==> src/rtl/tbs_pkg.sv <==
package tbs_pkg;

  // Input and output field widths.
  localparam int unsigned ReW   = 21;
  localparam int unsigned RateW = 12;
  localparam int unsigned TbsW  = 22;

  // Product of the two inputs, 11 fraction bits.
  localparam int unsigned ProdW = 33;
  localparam int unsigned FracW = 11;

  // Quantized information bit count and derived widths.
  localparam int unsigned QW    = 23;
  localparam int unsigned SmallW = 12;
  localparam int unsigned X8W   = 20;
  localparam int unsigned CW    = 11;

  // Restoring divider widths.
  localparam int unsigned DIV_NW = 23;
  localparam int unsigned DIV_DW = 14;

  // Queue between front and back.
  localparam int unsigned QDepth = 4;
  localparam int unsigned QPtrW  = 2;
  localparam int unsigned QCntW  = 3;

  // Rule constants.
  localparam logic [QW-1:0]    SmallLimit  = QW'(3824);
  localparam logic [QW-1:0]    LargeFloor  = QW'(3840);
  localparam logic [QW-1:0]    CbLowRate   = QW'(3816);
  localparam logic [QW-1:0]    CbHighRate  = QW'(8424);
  localparam logic [RateW-1:0] RateQuarter = RateW'(512);
  localparam logic [QW-1:0]    CrcLen      = QW'(24);
  localparam logic [TbsW-1:0]  OutMax      = '1;

  // Code block sizes over eight and their reciprocals scaled by 2^RecipK.
  // The estimate from the reciprocal is at most one below the true quotient.
  localparam int unsigned       RecipK      = 30;
  localparam int unsigned       RecipW      = 22;
  localparam logic [CW-1:0]     CbLowStep   = CW'(CbLowRate >> 3);
  localparam logic [CW-1:0]     CbHighStep  = CW'(CbHighRate >> 3);
  localparam logic [RecipW-1:0] CbLowRecip  = RecipW'((64'd1 << RecipK) / 64'(CbLowStep));
  localparam logic [RecipW-1:0] CbHighRecip = RecipW'((64'd1 << RecipK) / 64'(CbHighStep));

  localparam int unsigned TableLen = 93;

  // Allowed sizes for small information bit counts.
  localparam logic [SmallW-1:0] SIZE_TABLE [TableLen] = '{
    12'd24,   12'd32,   12'd40,   12'd48,   12'd56,   12'd64,   12'd72,   12'd80,
    12'd88,   12'd96,   12'd104,  12'd112,  12'd120,  12'd128,  12'd136,  12'd144,
    12'd152,  12'd160,  12'd168,  12'd176,  12'd184,  12'd192,  12'd208,  12'd224,
    12'd240,  12'd256,  12'd272,  12'd288,  12'd304,  12'd320,  12'd336,  12'd352,
    12'd368,  12'd384,  12'd408,  12'd432,  12'd456,  12'd480,  12'd504,  12'd528,
    12'd552,  12'd576,  12'd608,  12'd640,  12'd672,  12'd704,  12'd736,  12'd768,
    12'd808,  12'd848,  12'd888,  12'd928,  12'd984,  12'd1032, 12'd1064, 12'd1128,
    12'd1160, 12'd1192, 12'd1224, 12'd1256, 12'd1288, 12'd1320, 12'd1352, 12'd1416,
    12'd1480, 12'd1544, 12'd1608, 12'd1672, 12'd1736, 12'd1800, 12'd1864, 12'd1928,
    12'd2024, 12'd2088, 12'd2152, 12'd2216, 12'd2280, 12'd2408, 12'd2472, 12'd2536,
    12'd2600, 12'd2664, 12'd2728, 12'd2792, 12'd2856, 12'd2976, 12'd3104, 12'd3240,
    12'd3368, 12'd3496, 12'd3624, 12'd3752, 12'd3824
  };

  // How the code block count is formed.
  typedef enum logic [1:0] {
    CbOne,
    CbLow,
    CbHigh
  } cb_mode_e;

  // Word handed from the front to the back through the queue.
  typedef struct packed {
    logic              is_small;
    logic [SmallW-1:0] tbs_small;
    cb_mode_e          cb_mode;
    logic [X8W-1:0]    cb_num;
    logic [X8W-1:0]    x8;
  } tbs_ent_t;

  // Sideband that travels along the back pipeline.
  typedef struct packed {
    logic              is_small;
    logic [SmallW-1:0] tbs_small;
    logic [X8W-1:0]    x8;
    logic [CW-1:0]     c;
  } tbs_side_t;

  // Smallest table entry at or above q.
  function automatic logic [SmallW-1:0] tbs_lookup(input logic [SmallW-1:0] q);
    logic [SmallW-1:0] r;
    r = SIZE_TABLE[TableLen-1];
    for (int i = TableLen - 1; i >= 0; i--) begin
      if (SIZE_TABLE[i] >= q) begin
        r = SIZE_TABLE[i];
      end
    end
    return r;
  endfunction

endpackage

==> src/rtl/tbs_fifo.sv <==
module tbs_fifo (
  input  logic              clk_i,
  input  logic              rst_ni,
  input  logic              push_i,
  input  tbs_pkg::tbs_ent_t push_data_i,
  output logic              full_o,
  input  logic              pop_i,
  output tbs_pkg::tbs_ent_t pop_data_o,
  output logic              empty_o
);
  import tbs_pkg::*;

  tbs_ent_t          mem_q [QDepth];
  logic [QPtrW-1:0]  wr_q, wr_d;
  logic [QPtrW-1:0]  rd_q, rd_d;
  logic [QCntW-1:0]  cnt_q, cnt_d;

  assign full_o     = (cnt_q == QCntW'(QDepth));
  assign empty_o    = (cnt_q == '0);
  assign pop_data_o = mem_q[rd_q];

  // Pointer and fill count update.
  always_comb begin
    wr_d  = push_i ? wr_q + 1'b1 : wr_q;
    rd_d  = pop_i ? rd_q + 1'b1 : rd_q;
    cnt_d = cnt_q + QCntW'(push_i) - QCntW'(pop_i);
  end

  always_ff @(posedge clk_i or negedge rst_ni) begin
    if (!rst_ni) begin
      wr_q  <= '0;
      rd_q  <= '0;
      cnt_q <= '0;
    end else begin
      wr_q  <= wr_d;
      rd_q  <= rd_d;
      cnt_q <= cnt_d;
    end
  end

  // Entry storage.
  always_ff @(posedge clk_i) begin
    if (push_i) begin
      mem_q[wr_q] <= push_data_i;
    end
  end

  a_cnt_range: assert property (@(posedge clk_i) disable iff (!rst_ni)
    cnt_q <= QCntW'(QDepth))
    else $error("queue count out of range");
  a_no_overflow: assert property (@(posedge clk_i) disable iff (!rst_ni)
    !(push_i && full_o))
    else $error("push into a full queue");
  a_no_underflow: assert property (@(posedge clk_i) disable iff (!rst_ni)
    !(pop_i && empty_o))
    else $error("pop from an empty queue");

endmodule

==> src/rtl/tbs_front.sv <==
module tbs_front (
  input  logic                       clk_i,
  input  logic                       rst_ni,
  input  logic                       in_valid_i,
  output logic                       in_ready_o,
  input  logic [tbs_pkg::ReW-1:0]    re_times_qm_i,
  input  logic [tbs_pkg::RateW-1:0]  code_rate_x2048_i,
  output logic                       push_o,
  output tbs_pkg::tbs_ent_t          push_data_o,
  input  logic                       full_i
);
  import tbs_pkg::*;

  // Position of the highest set bit.
  function automatic logic [5:0] top_bit(input logic [ProdW-1:0] v);
    logic [5:0] pos;
    pos = '0;
    for (int i = 0; i < ProdW; i++) begin
      if (v[i]) begin
        pos = 6'(i);
      end
    end
    return pos;
  endfunction

  logic fadv;

  logic             v1_q, v2_q, v3_q, v4_q;
  logic [ProdW-1:0] p1_q;
  logic             low1_q, low2_q, low3_q;
  logic             small2_q, small3_q;
  logic [ProdW-1:0] val2_q;
  logic [5:0]       msb2_q;
  logic [QW-1:0]    q3_q;
  tbs_ent_t         ent4_q;

  logic [ProdW-1:0] prod_w;
  logic [ProdW-1:0] pc_w, m_w;
  logic             small_w;
  logic [5:0]       lg_w, ns_w, shs_w, shl_w;
  logic [QW-1:0]    qs_w, ql_w, q_w;
  logic [ProdW:0]   sum_w;
  logic [QW-1:0]    x_w;
  logic [X8W-1:0]   x8_w;
  tbs_ent_t         ent_w;

  // The front moves as a whole unless its last stage cannot enter the queue.
  assign fadv       = !v4_q || !full_i;
  assign in_ready_o = fadv;
  assign push_o     = v4_q && !full_i;
  assign push_data_o = ent4_q;

  assign prod_w = re_times_qm_i * code_rate_x2048_i;

  // Floor the product at one and pick the small or the large rule.
  always_comb begin
    pc_w    = (p1_q < (ProdW'(1) << FracW)) ? (ProdW'(1) << FracW) : p1_q;
    small_w = (pc_w <= (ProdW'(SmallLimit) << FracW));
    m_w     = pc_w - (ProdW'(CrcLen) << FracW);
  end

  // Quantize the information bit count.
  always_comb begin
    lg_w  = msb2_q - 6'(FracW);
    ns_w  = (lg_w >= 6'd9) ? lg_w - 6'd6 : 6'd3;
    shs_w = 6'(FracW) + ns_w;
    qs_w  = QW'((val2_q >> shs_w) << ns_w);
    if (qs_w < CrcLen) begin
      qs_w = CrcLen;
    end
    // Round half away from zero to a step of 2^(msb-16).
    shl_w = msb2_q - 6'd5;
    sum_w = {1'b0, val2_q} + ((ProdW + 1)'(1) << (msb2_q - 6'd6));
    ql_w  = QW'((sum_w >> shl_w) << (msb2_q - 6'd16));
    if (ql_w < LargeFloor) begin
      ql_w = LargeFloor;
    end
    q_w = small2_q ? qs_w : ql_w;
  end

  // Table lookup and code block count setup. The size plus the CRC is a
  // multiple of eight on the large path, so the count works on it over eight.
  always_comb begin
    x_w             = q3_q + CrcLen;
    x8_w            = X8W'(x_w >> 3);
    ent_w.is_small  = small3_q;
    ent_w.tbs_small = tbs_lookup(q3_q[SmallW-1:0]);
    ent_w.x8        = x8_w;
    if (small3_q) begin
      ent_w.cb_mode = CbOne;
      ent_w.cb_num  = '0;
    end else if (low3_q) begin
      ent_w.cb_mode = CbLow;
      ent_w.cb_num  = x8_w + X8W'(CbLowStep) - 1'b1;
    end else if (q3_q > CbHighRate) begin
      ent_w.cb_mode = CbHigh;
      ent_w.cb_num  = x8_w + X8W'(CbHighStep) - 1'b1;
    end else begin
      ent_w.cb_mode = CbOne;
      ent_w.cb_num  = '0;
    end
  end

  always_ff @(posedge clk_i or negedge rst_ni) begin
    if (!rst_ni) begin
      v1_q <= 1'b0;
      v2_q <= 1'b0;
      v3_q <= 1'b0;
      v4_q <= 1'b0;
    end else if (fadv) begin
      v1_q <= in_valid_i;
      v2_q <= v1_q;
      v3_q <= v2_q;
      v4_q <= v3_q;
    end
  end

  always_ff @(posedge clk_i) begin
    if (fadv) begin
      p1_q     <= prod_w;
      low1_q   <= (code_rate_x2048_i <= RateQuarter);
      low2_q   <= low1_q;
      small2_q <= small_w;
      val2_q   <= small_w ? pc_w : m_w;
      msb2_q   <= top_bit(small_w ? pc_w : m_w);
      low3_q   <= low2_q;
      small3_q <= small2_q;
      q3_q     <= q_w;
      ent4_q   <= ent_w;
    end
  end

endmodule

==> src/rtl/tbs_div.sv <==
module tbs_div (
  input  logic                        clk_i,
  input  logic                        rst_ni,
  input  logic                        en_i,
  input  logic                        valid_i,
  input  logic [tbs_pkg::DIV_NW-1:0]  num_i,
  input  logic [tbs_pkg::DIV_DW-1:0]  den_i,
  input  tbs_pkg::tbs_side_t          side_i,
  output logic                        valid_o,
  output logic [tbs_pkg::DIV_NW-1:0]  quo_o,
  output tbs_pkg::tbs_side_t          side_o
);
  import tbs_pkg::*;

  logic              v_q    [DIV_NW];
  logic [DIV_DW-1:0] rem_q  [DIV_NW];
  logic [DIV_NW-1:0] num_q  [DIV_NW];
  logic [DIV_NW-1:0] quo_q  [DIV_NW];
  logic [DIV_DW-1:0] den_q  [DIV_NW];
  tbs_side_t         side_q [DIV_NW];

  logic [DIV_DW-1:0] pr   [DIV_NW];
  logic [DIV_NW-1:0] pn   [DIV_NW];
  logic [DIV_NW-1:0] pq   [DIV_NW];
  logic [DIV_DW-1:0] pd   [DIV_NW];
  logic [DIV_DW:0]   t    [DIV_NW];
  logic [DIV_DW-1:0] rem_d [DIV_NW];
  logic [DIV_NW-1:0] quo_d [DIV_NW];

  // One quotient bit per stage, most significant first.
  always_comb begin
    pr[0] = '0;
    pn[0] = num_i;
    pq[0] = '0;
    pd[0] = den_i;
    for (int s = 1; s < DIV_NW; s++) begin
      pr[s] = rem_q[s-1];
      pn[s] = num_q[s-1];
      pq[s] = quo_q[s-1];
      pd[s] = den_q[s-1];
    end
    for (int s = 0; s < DIV_NW; s++) begin
      t[s] = {pr[s], pn[s][DIV_NW-1]};
      if (t[s] >= {1'b0, pd[s]}) begin
        rem_d[s] = DIV_DW'(t[s] - {1'b0, pd[s]});
        quo_d[s] = {pq[s][DIV_NW-2:0], 1'b1};
      end else begin
        rem_d[s] = t[s][DIV_DW-1:0];
        quo_d[s] = {pq[s][DIV_NW-2:0], 1'b0};
      end
    end
  end

  always_ff @(posedge clk_i or negedge rst_ni) begin
    if (!rst_ni) begin
      for (int s = 0; s < DIV_NW; s++) begin
        v_q[s] <= 1'b0;
      end
    end else if (en_i) begin
      v_q[0] <= valid_i;
      for (int s = 1; s < DIV_NW; s++) begin
        v_q[s] <= v_q[s-1];
      end
    end
  end

  always_ff @(posedge clk_i) begin
    if (en_i) begin
      side_q[0] <= side_i;
      for (int s = 1; s < DIV_NW; s++) begin
        side_q[s] <= side_q[s-1];
      end
      for (int s = 0; s < DIV_NW; s++) begin
        rem_q[s] <= rem_d[s];
        num_q[s] <= {pn[s][DIV_NW-2:0], 1'b0};
        quo_q[s] <= quo_d[s];
        den_q[s] <= pd[s];
      end
    end
  end

  assign valid_o = v_q[DIV_NW-1];
  assign quo_o   = quo_q[DIV_NW-1];
  assign side_o  = side_q[DIV_NW-1];

endmodule

==> src/rtl/tbs_back.sv <==
module tbs_back (
  input  logic                     clk_i,
  input  logic                     rst_ni,
  input  tbs_pkg::tbs_ent_t        head_i,
  input  logic                     empty_i,
  output logic                     pop_o,
  output logic                     out_valid_o,
  input  logic                     out_ready_i,
  output logic [tbs_pkg::TbsW-1:0] tbs_bits_o
);
  import tbs_pkg::*;

  logic                  badv;
  tbs_side_t             side0_w, side1c_w, side2_w;
  logic [RecipW-1:0]     recip_w;
  logic [X8W+RecipW-1:0] est_w;
  logic [CW-1:0]         step_w;
  logic [X8W-1:0]        rem_w;
  logic [CW-1:0]         c_w;
  logic                  v2_w;
  logic [DIV_NW-1:0]     num2_w, quo2_w;

  logic              cb1_v_q, cb2_v_q;
  tbs_side_t         cb1_side_q, cb2_side_q;
  cb_mode_e          cb1_mode_q;
  logic [X8W-1:0]    cb1_num_q;
  logic [CW-1:0]     cb1_qe_q;

  logic              vm_q, out_v_q;
  logic              smallm_q;
  logic [SmallW-1:0] tbs_smallm_q;
  logic [X8W:0]      prod_q;
  logic [TbsW-1:0]   tbs_q;
  logic [TbsW+1:0]   big_w;
  logic [TbsW-1:0]   tbs_w;

  // The back advances whenever the output register is free or being emptied.
  assign badv  = !out_v_q || out_ready_i;
  assign pop_o = badv && !empty_i;

  always_comb begin
    side0_w.is_small  = head_i.is_small;
    side0_w.tbs_small = head_i.tbs_small;
    side0_w.x8        = head_i.x8;
    side0_w.c         = '0;
  end

  // Code block count estimate by reciprocal multiplication.
  always_comb begin
    unique case (head_i.cb_mode)
      CbLow:   recip_w = CbLowRecip;
      CbHigh:  recip_w = CbHighRecip;
      default: recip_w = '0;
    endcase
    est_w = (X8W + RecipW)'(head_i.cb_num) * (X8W + RecipW)'(recip_w);
  end

  // Correct the estimate by one where the remainder still covers a step.
  always_comb begin
    unique case (cb1_mode_q)
      CbLow:   step_w = CbLowStep;
      CbHigh:  step_w = CbHighStep;
      default: step_w = CW'(1);
    endcase
    rem_w = cb1_num_q - X8W'(cb1_qe_q) * X8W'(step_w);
    if (cb1_mode_q == CbOne) begin
      c_w = CW'(1);
    end else if (rem_w >= X8W'(step_w)) begin
      c_w = cb1_qe_q + 1'b1;
    end else begin
      c_w = cb1_qe_q;
    end
    side1c_w   = cb1_side_q;
    side1c_w.c = c_w;
  end

  // Ceiling of x/8 over the code block count.
  always_comb begin
    num2_w = DIV_NW'(cb2_side_q.x8) + DIV_NW'(cb2_side_q.c) - 1'b1;
  end

  tbs_div u_div_q (
    .clk_i   (clk_i),
    .rst_ni  (rst_ni),
    .en_i    (badv),
    .valid_i (cb2_v_q),
    .num_i   (num2_w),
    .den_i   (DIV_DW'(cb2_side_q.c)),
    .side_i  (cb2_side_q),
    .valid_o (v2_w),
    .quo_o   (quo2_w),
    .side_o  (side2_w)
  );

  // Final size: the table value on the small path, else 8 * C * ceil, minus the CRC, saturated.
  always_comb begin
    big_w = {prod_q, 3'b000} - (TbsW + 2)'(CrcLen);
    if (smallm_q) begin
      tbs_w = TbsW'(tbs_smallm_q);
    end else if (big_w > (TbsW + 2)'(OutMax)) begin
      tbs_w = OutMax;
    end else begin
      tbs_w = big_w[TbsW-1:0];
    end
  end

  always_ff @(posedge clk_i or negedge rst_ni) begin
    if (!rst_ni) begin
      cb1_v_q <= 1'b0;
      cb2_v_q <= 1'b0;
      vm_q    <= 1'b0;
      out_v_q <= 1'b0;
    end else if (badv) begin
      cb1_v_q <= pop_o;
      cb2_v_q <= cb1_v_q;
      vm_q    <= v2_w;
      out_v_q <= vm_q;
    end
  end

  always_ff @(posedge clk_i) begin
    if (badv) begin
      cb1_side_q   <= side0_w;
      cb1_mode_q   <= head_i.cb_mode;
      cb1_num_q    <= head_i.cb_num;
      cb1_qe_q     <= est_w[RecipK +: CW];
      cb2_side_q   <= side1c_w;
      smallm_q     <= side2_w.is_small;
      tbs_smallm_q <= side2_w.tbs_small;
      prod_q       <= (X8W + 1)'(side2_w.c) * (X8W + 1)'(quo2_w[X8W-1:0]);
      tbs_q        <= tbs_w;
    end
  end

  assign out_valid_o = out_v_q;
  assign tbs_bits_o  = tbs_q;

  a_min_size: assert property (@(posedge clk_i) disable iff (!rst_ni)
    out_v_q |-> (tbs_q >= TbsW'(CrcLen)))
    else $error("size below the CRC length");
  a_out_hold: assert property (@(posedge clk_i) disable iff (!rst_ni)
    (out_v_q && !out_ready_i) |=> (out_v_q && $stable(tbs_q)))
    else $error("output word changed while stalled");
  a_pop_nonempty: assert property (@(posedge clk_i) disable iff (!rst_ni)
    pop_o |-> !empty_i)
    else $error("pop while the queue is empty");

endmodule

==> src/rtl/nr_transport_block_size.sv <==
// Channel   Handshake                   Word
// -------   -------------------------   -----------------------------------
// in        in_valid_i / in_ready_o     re_times_qm_i, code_rate_x2048_i
// out       out_valid_o / out_ready_i   tbs_bits_o
//
// One word per cycle in steady state while the output is not stalled; a word
// passes through the 4-stage front, the queue, the 2-stage code block count,
// the 23-stage restoring divider and 2 output stages.
// A 4-word queue parts the front (multiply, quantize, table) from the back.
// Reset is asynchronous, active low, and clears all valid flags and pointers.
// A stalled output freezes the back; the front keeps taking words until the
// queue fills.
module nr_transport_block_size (
  input  logic                        clk_i,
  input  logic                        rst_ni,
  input  logic                        in_valid_i,
  output logic                        in_ready_o,
  input  logic [tbs_pkg::ReW-1:0]     re_times_qm_i,
  input  logic [tbs_pkg::RateW-1:0]   code_rate_x2048_i,
  output logic                        out_valid_o,
  input  logic                        out_ready_i,
  output logic [tbs_pkg::TbsW-1:0]    tbs_bits_o
);
  import tbs_pkg::*;

  logic     push, full, pop, empty;
  tbs_ent_t push_data, head;

  tbs_front u_front (
    .clk_i             (clk_i),
    .rst_ni            (rst_ni),
    .in_valid_i        (in_valid_i),
    .in_ready_o        (in_ready_o),
    .re_times_qm_i     (re_times_qm_i),
    .code_rate_x2048_i (code_rate_x2048_i),
    .push_o            (push),
    .push_data_o       (push_data),
    .full_i            (full)
  );

  tbs_fifo u_fifo (
    .clk_i       (clk_i),
    .rst_ni      (rst_ni),
    .push_i      (push),
    .push_data_i (push_data),
    .full_o      (full),
    .pop_i       (pop),
    .pop_data_o  (head),
    .empty_o     (empty)
  );

  tbs_back u_back (
    .clk_i       (clk_i),
    .rst_ni      (rst_ni),
    .head_i      (head),
    .empty_i     (empty),
    .pop_o       (pop),
    .out_valid_o (out_valid_o),
    .out_ready_i (out_ready_i),
    .tbs_bits_o  (tbs_bits_o)
  );

endmodule
==> config.mk <==
export PLATFORM = sky130hd
export DESIGN_NAME = nr_transport_block_size
export DESIGN_NICKNAME = d
export VERILOG_FILES = /design/src/rtl/tbs_pkg.sv /design/src/rtl/tbs_fifo.sv /design/src/rtl/tbs_front.sv /design/src/rtl/tbs_div.sv /design/src/rtl/tbs_back.sv /design/src/rtl/nr_transport_block_size.sv
export SDC_FILE = /design/constraint.sdc
export NUM_CORES = 2
export LEC_CHECK = 0
export BUFFER_PORTS_ARGS = -buffer_cell sky130_fd_sc_hd__buf_2
export CORE_MARGIN = 4
export CORE_UTILIZATION = 45
export DETAILED_ROUTE_END_ITERATION = 10
export GPL_ROUTABILITY_DRIVEN = 1
export PLACE_DENSITY = 0.69
export SKIP_LAST_GASP = 1
export SYNTH_ARGS = -nofsm -noshare
export SYNTH_HDL_FRONTEND = slang
export SYNTH_SLANG_ARGS = --single-unit
export TNS_END_PERCENT = 100
==> constraint.sdc <==
create_clock -name clk_i -period 74.9 [get_ports clk_i]
set_input_delay 7.49 -clock clk_i [delete_from_list [all_inputs] [get_ports clk_i]]
set_output_delay 7.49 -clock clk_i [all_outputs]
set_load 0.005 [all_outputs]
# Yosys cells after proc, flatten, opt, wreduce, memory -nomap -nowiden
# Memories as Yosys holds them, arrays and structs flattened.
# Cells that the tools add are included.
[word_totals] regBits=359 latchBits=0 mem_bits_rw=2911 mem_bits_ro=0 output_inout_bits=24 wordCells=463 mem_count=6
[mem_list] name="u_back.u_div_q.side_q" words=23 width=44 read_ports=23 rd_clocked_by_memory_dff=0 write_ports=23 line_no="tbs_div.sv:20" source="tbs_side_t side_q [DIV_NW];"
[mem_list] name="u_back.u_div_q.quo_q" words=23 width=23 read_ports=23 rd_clocked_by_memory_dff=0 write_ports=23 line_no="tbs_div.sv:18" source="logic [DIV_NW-1:0] quo_q [DIV_NW];"
[mem_list] name="u_back.u_div_q.num_q" words=23 width=22 read_ports=22 rd_clocked_by_memory_dff=0 write_ports=23 line_no="tbs_div.sv:17" source="logic [DIV_NW-1:0] num_q [DIV_NW];"
[mem_list] name="u_back.u_div_q.den_q" words=23 width=14 read_ports=22 rd_clocked_by_memory_dff=0 write_ports=23 line_no="tbs_div.sv:19" source="logic [DIV_DW-1:0] den_q [DIV_NW];"
[mem_list] name="u_back.u_div_q.rem_q" words=23 width=14 read_ports=22 rd_clocked_by_memory_dff=0 write_ports=23 line_no="tbs_div.sv:16" source="logic [DIV_DW-1:0] rem_q [DIV_NW];"
[mem_list] name="u_fifo.mem_q" words=4 width=55 read_ports=1 rd_clocked_by_memory_dff=0 write_ports=1 line_no="tbs_fifo.sv:13" source="tbs_ent_t mem_q [QDepth];"
[op_classes] addsub=45 n_mul=4 div=0 order_cmp=124 eq_ne=5 n_shift=5 mux=185 bitwise_logic=0 n_reduce_logical=18
[ops] op="$mux 11" n=34
[ops] op="$ge 15x14->1" n=22
[ops] op="$mux 14" n=23
[ops] op="$sub 14x14->14" n=22
[ops] op="$ge 11x12->1 const A" n=20
[ops] op="$ge 12x12->1 const A" n=19
[ops] op="$mux 10" n=18
[ops] op="$ge 10x12->1 const A" n=14
[ops] op="$ge 9x12->1 const A" n=14
[ops] op="$ge 8x12->1 const A" n=12
[ops] op="$mux 9" n=14
[ops] op="$mux 8" n=13
[ops] op="$ge 7x12->1 const A" n=8
[ops] op="$reduce_or 91->1" n=1
[ops] op="$mux 5" n=16
[ops] op="$reduce_or 73->1" n=1
[ops] op="$mux 23" n=3
[ops] op="$mux 33" n=2
[ops] op="$mux 7" n=9
[ops] op="$reduce_or 53->1" n=1
[ops] op="$ge 6x12->1 const A" n=4
[ops] op="$mux 22" n=2
[ops] op="$pmux 22 s2" n=1
[ops] op="$mul 20x22->41" n=1
[ops] op="other kinds (59)" n=112

# Longest topological paths before layout
[depth] depth_word=92 mapped_depth=37 ltp_nobuf=33

# Hierarchy
# Synthesis repeated with hierarchy kept, for this count alone.
[unflattened] hier_cells=11345 hier_area_um2=146678.2
[modules_own_cells] mod="tbs_div" n_inst=1 cells_per_inst=4958 area_per_inst_um2=84860.1
[modules_own_cells] mod="tbs_front" n_inst=1 cells_per_inst=3525 area_per_inst_um2=27609.0
[modules_own_cells] mod="tbs_back" n_inst=1 cells_per_inst=2541 area_per_inst_um2=25889.8
[modules_own_cells] mod="tbs_fifo" n_inst=1 cells_per_inst=321 area_per_inst_um2=8319.2

# Least setup slack after synthesis
# Ideal clock, no wire load.
[synth_path] kind="input to register" start="in out_ready_i" end="reg u_back.cb1_mode_q[0], enable pin" setup_time_ns=1.733 t_arrival_ns=34.956 required_ns=73.167 slack_ns=38.211 path_stages=4 path_cell_list="nor2b_1 > buf_1 > buf_1 > inv_1"
[synth_between] elab_chain_cells=1
[synth_rtl] element="from (decl)" line_no="nr_transport_block_size.sv:21" source="input logic out_ready_i,"
[synth_rtl] element="$logic_or 1x1->1" line_no="tbs_back.sv:38" source="assign badv = !out_v_q || out_ready_i;"
[synth_rtl] element="net u_back.badv" line_no="tbs_back.sv:13" source="logic badv;"
[synth_rtl] element="to (signal assigned)" line_no="tbs_back.sv:124" source="cb1_mode_q <= head_i.cb_mode;"
[synth_rtl] element="to (decl)" line_no="tbs_back.sv:25" source="cb_mode_e cb1_mode_q;"
# The timed path passes the listed nets, and every way through them passes these cells.
# A chain may end at the register's enable or synchronous reset.

# Worst setup path in the final report
[layout_path] start="in code_rate_x2048_i[5] (netlist bit)" end="reg u_front.p1_q[31], data pin"
[layout_between] elab_chain_cells=1
[layout_rtl] element="from (decl)" line_no="nr_transport_block_size.sv:19" source="input logic [tbs_pkg::RateW-1:0] code_rate_x2048_i,"
[layout_rtl] element="$mul 21x12->33" line_no="tbs_front.sv:53" source="assign prod_w = re_times_qm_i * code_rate_x2048_i;"
[layout_rtl] element="net u_front.prod_w[31]" line_no="tbs_front.sv:37" source="logic [ProdW-1:0] prod_w;"
[layout_rtl] element="to (signal assigned)" line_no="tbs_front.sv:120" source="p1_q <= prod_w;"
[layout_rtl] element="to (decl)" line_no="tbs_front.sv:29" source="logic [ProdW-1:0] p1_q;"
# The timed path passes the listed nets, and every way through them passes these cells.

==> metrics.md <==
| Metric | Value |
|---|---|
| Clk_lat worst skew | 0.83 ns |
| Max incr delay on CP | 0.78 ns |
| Hold-fix buffers, CTS | 0 |
| Slew @ Worst Pin | 1.22 ns |
| CP Data Required Time | 75.44 ns |
| Ys Warns | 0 |
| Kind of cell adding the most delay to the critical path | compound AO/OA/AOI/OAI gates |
| Number of port buffers | 60 |
| Cts repair resizes | 0 |
| Syn Std Cell Area | 113,000 um^2 |
| Hold WC Path Type | reg2reg |
| Iter 0 DRT Violations | 6,250 |
| Global-route usage over all layers | 19.7% |
| Largest family of logic cells by synthesized area | adder cells |
| Synth Area per Inst | 11.6 um^2 |
| Final hold violation count | 0 |
| Max-Cap Viols | 0 |
| H-tree levels | 4 |
| # diodes | 0 |
| Vias in the first global route | 75,600 |
| Reg clk slew, reported paths | 0.06 ns |
| Most frequent cells in the layout | edfxtp_1, inv_1, ha_1, nand2_1, fa_1 |
| EDFF count, synth | 1,767 |
| TNS Setup | 0 ns |
| Top_reg_cell synth | edfxtp_1 |
| Routed Antenna Nets | 0 |
| Number of unique standard cell types used by synthesis | 126 |
| Vias | 73,600 |
| Startpoint class of the critical path | input pin |
| Simple-Gate Fraction of Synth Area | 10.5% |
| F_max | 0.0704 GHz |
| First-pass GRT wire length | 411,000 um |
| HPWL after detailed placement | 189,000 um |
| Register area share after synthesis | 47.9% |
| Layout cell share with drive strength beyond 1 | 6.98% |
| Final global-route overflow total | 0 |
| DR pass1 iterations | 8 |
| Max-Slew Margin vs Limit | 16.4% |
| DR WL/cell | 19.4 um |
| Slew Viols, Final | 0 |
| Fin crit period | 14.20 ns |
| Placed Cells | 12,800 |
| Core Rows | 183 |
| Worst path slowest cell | a2111oi_0 |
| Final period util | 19.0% |
| Via/cell ratio | 5.59 |
| Commonest non-fill, non-tap cell in the layout | edfxtp_1 |
| RSZ-0062 raised after global routing | no |
| CP Class | in2reg |
| Final nets | 11,100 |
| Synth Area in XOR/XNOR | 3.28% |
| Mux cell area share after synthesis | 2.90% |
| Post-Route Skew | 0.0738 ns |
| RD Place Congestion | 0.919 |
| Placeable Area | 249,000 um^2 |
| Die Area | 259,000 um^2 |
| CTS tree | done |
| Largest net degree at the start of global routing | 212 |
| Critical path peak fanout | 22 |
| Root Driver | clkbuf_16 |
| Seq cells post-synth | 1,805 |
| Die height | 509 um |
| Num CTS Buffers | 177 |
| Die span in x | 509 um |
| CP Buf/Inv Count | 5 |
| Adder-Cell Fraction of Synth Area | 19.4% |
| Arrival @ worst endpoint | 14.75 ns |
| Final setup fails | 0 |
| Detailed-route wire length | 255,000 um |
| Ys async rst share | 2.11% |
| Starting Density | 45.3% |
| Synthesized instance count | 9,716 |
| Worst-case clock buffer depth | 3 |
| Syn nets | 11,100 |
| Synth Area in Compound Gates | 10.5% |
| # IOs | 61 |
| DRC Markers | 0 |
| Status | completed |
| Postcts setup bufs | 0 |
| Synthesis-to-finish area growth | 8.64% |
| Fin cells | 13,200 |
| Crit end category | flop |
| CTS Sinks | 1,805 |
| Initial antenna violation count | 0 |
==> layer usage <==
layer	share of wire, %	global-route usage [%]	vias to the layer above
met3	4.7	2.23	568
met5	0	0	-
li1	-	-	34300
met1	41	24.9	36500
met2	51	34.9	2227
met4	3.8	7.08	0
==> logic make-up after synthesis <==
kind of cell | Yosys count
xor+xnor | 419
buf+inv | 1639
simple gates | 2450
mux | 228
compound gates | 1807
fa+ha+maj | 1368
flops | 1805
==> worst paths after layout <==
kind                       slack, ns                                   from  cells after the start                                    end
min reg2reg                     0.39  u_back.u_div_q.num_q[0][51]$_DFFE_PP_                      0  u_back.u_div_q.num_q[0][74]$_DFFE_PP_
max in group asynchronous      67.45                                 rst_ni                      1             u_fifo.rd_q[0]$_DFFE_PN0P_
min                             0.39  u_back.u_div_q.num_q[0][51]$_DFFE_PP_                      0  u_back.u_div_q.num_q[0][74]$_DFFE_PP_
min in group asynchronous       6.82                                 rst_ni                      1                u_back.vm_q$_DFFE_PN0P_
max reg2reg                    64.80             u_fifo.rd_q[0]$_DFFE_PN0P_                     28          u_back.cb1_qe_q[10]$_DFFE_PP_
max                            60.70                   code_rate_x2048_i[5]                     26             u_front.p1_q[31]$_DFFE_PP_
==> synth_stat cells, types with 19 or more instances <==
cell type	number	area share, %
a2111oi_0	21	0.16
a211o_1	19	0.15
a211oi_1	69	0.46
a21boi_0	24	0.16
a21o_1	100	0.67
a21oi_1	590	2.6
a221oi_1	30	0.23
a22oi_1	27	0.18
a31oi_1	43	0.24
and2_1	236	1.3
and3_1	28	0.16
buf_1	23	0.076
buf_2	33	0.15
clkbuf_1	267	0.89
dfrtp_1	38	0.84
edfxtp_1	1767	47
fa_1	644	11
ha_1	724	8.0
inv_1	1301	4.3
mux2_2	85	0.85
mux2i_1	72	0.64
mux4_2	71	1.4
nand2_1	711	2.4
nand2b_1	117	0.65
nand3_1	139	0.62
nand4_1	78	0.43
nand4b_1	24	0.19
nor2_1	600	2.0
nor2b_1	124	0.69
nor3_1	213	0.94
nor4_1	59	0.33
o2111ai_1	25	0.19
o211ai_1	56	0.37
o21a_1	43	0.29
o21ai_0	328	1.5
o21ai_1	19	0.084
o21bai_1	64	0.43
o221ai_1	22	0.17
o22ai_1	43	0.24
o31ai_1	62	0.41
o32ai_1	19	0.15
or2_2	30	0.17
or3_1	37	0.21
xnor2_1	295	2.3
xor2_1	120	0.93
==> worst register-to-register path, delay by kind of cell, from the launching register on <==
family,cells,cell delay (ns)
mux,1,0.73
compound gates,8,2.05
flops,1,0.74
fa+ha+maj,9,4.83
buf+inv,4,0.29
simple gates,5,1.03
xor+xnor,1,0.12
==> state kept, by name (all words and copies together) (netlist names), 3 cells and up <==
signal / count
u_back.cb1_side_q: 30
u_front.p1_q: 33
u_back.u_div_q.side_q: 233
u_back.tbs_bits_o: 20
u_back.u_div_q.v_q: 22
u_fifo.mem_q: 208
u_front.push_data_o: 52
u_fifo.cnt_q: 3
u_back.cb2_side_q: 41
u_front.val2_q: 33
u_back.prod_q: 21
u_back.cb1_num_q: 20
u_back.cb1_qe_q: 11
u_back.u_div_q.num_q: 253
u_front.q3_q: 23
u_back.tbs_smallm_q: 9
u_front.msb2_q: 6
u_back.u_div_q.den_q: 250
u_back.u_div_q.quo_q: 210
u_back.u_div_q.rem_q: 306
==> through the flow <==
stage / cell area (um^2) / worst slack (ns) / hold WS, ns / utilization, %
6_report: 123000 / 60.70 / 0.392 / 49.2
5_1_grt: 123000 / 60.24 / 0.400 / 49.2
4_1_cts: 123000 / 60.98 / 0.387 / 49.2
3_5_place_dp: 117000 / 60.13 / 0.405 / 46.8
3_3_place_gp: 117000 / 60.25 / 0.401 / 46.8
2_1_floorplan: 113000 / 38.21 / 0.400 / -
==> layout make-up <==
type	count	area, um^2
clock buffer	199	4550
fill	21800	126000
sequential	1805	54000
clock inverter	132	1440
tap	3330	4170
timing repair buffer	124	818
inverter	1308	4920
multi-input combinational	6272	52700
Power is not shown: default switching activity piles up to over one toggle a cycle in this logic, so the estimate is an artifact.
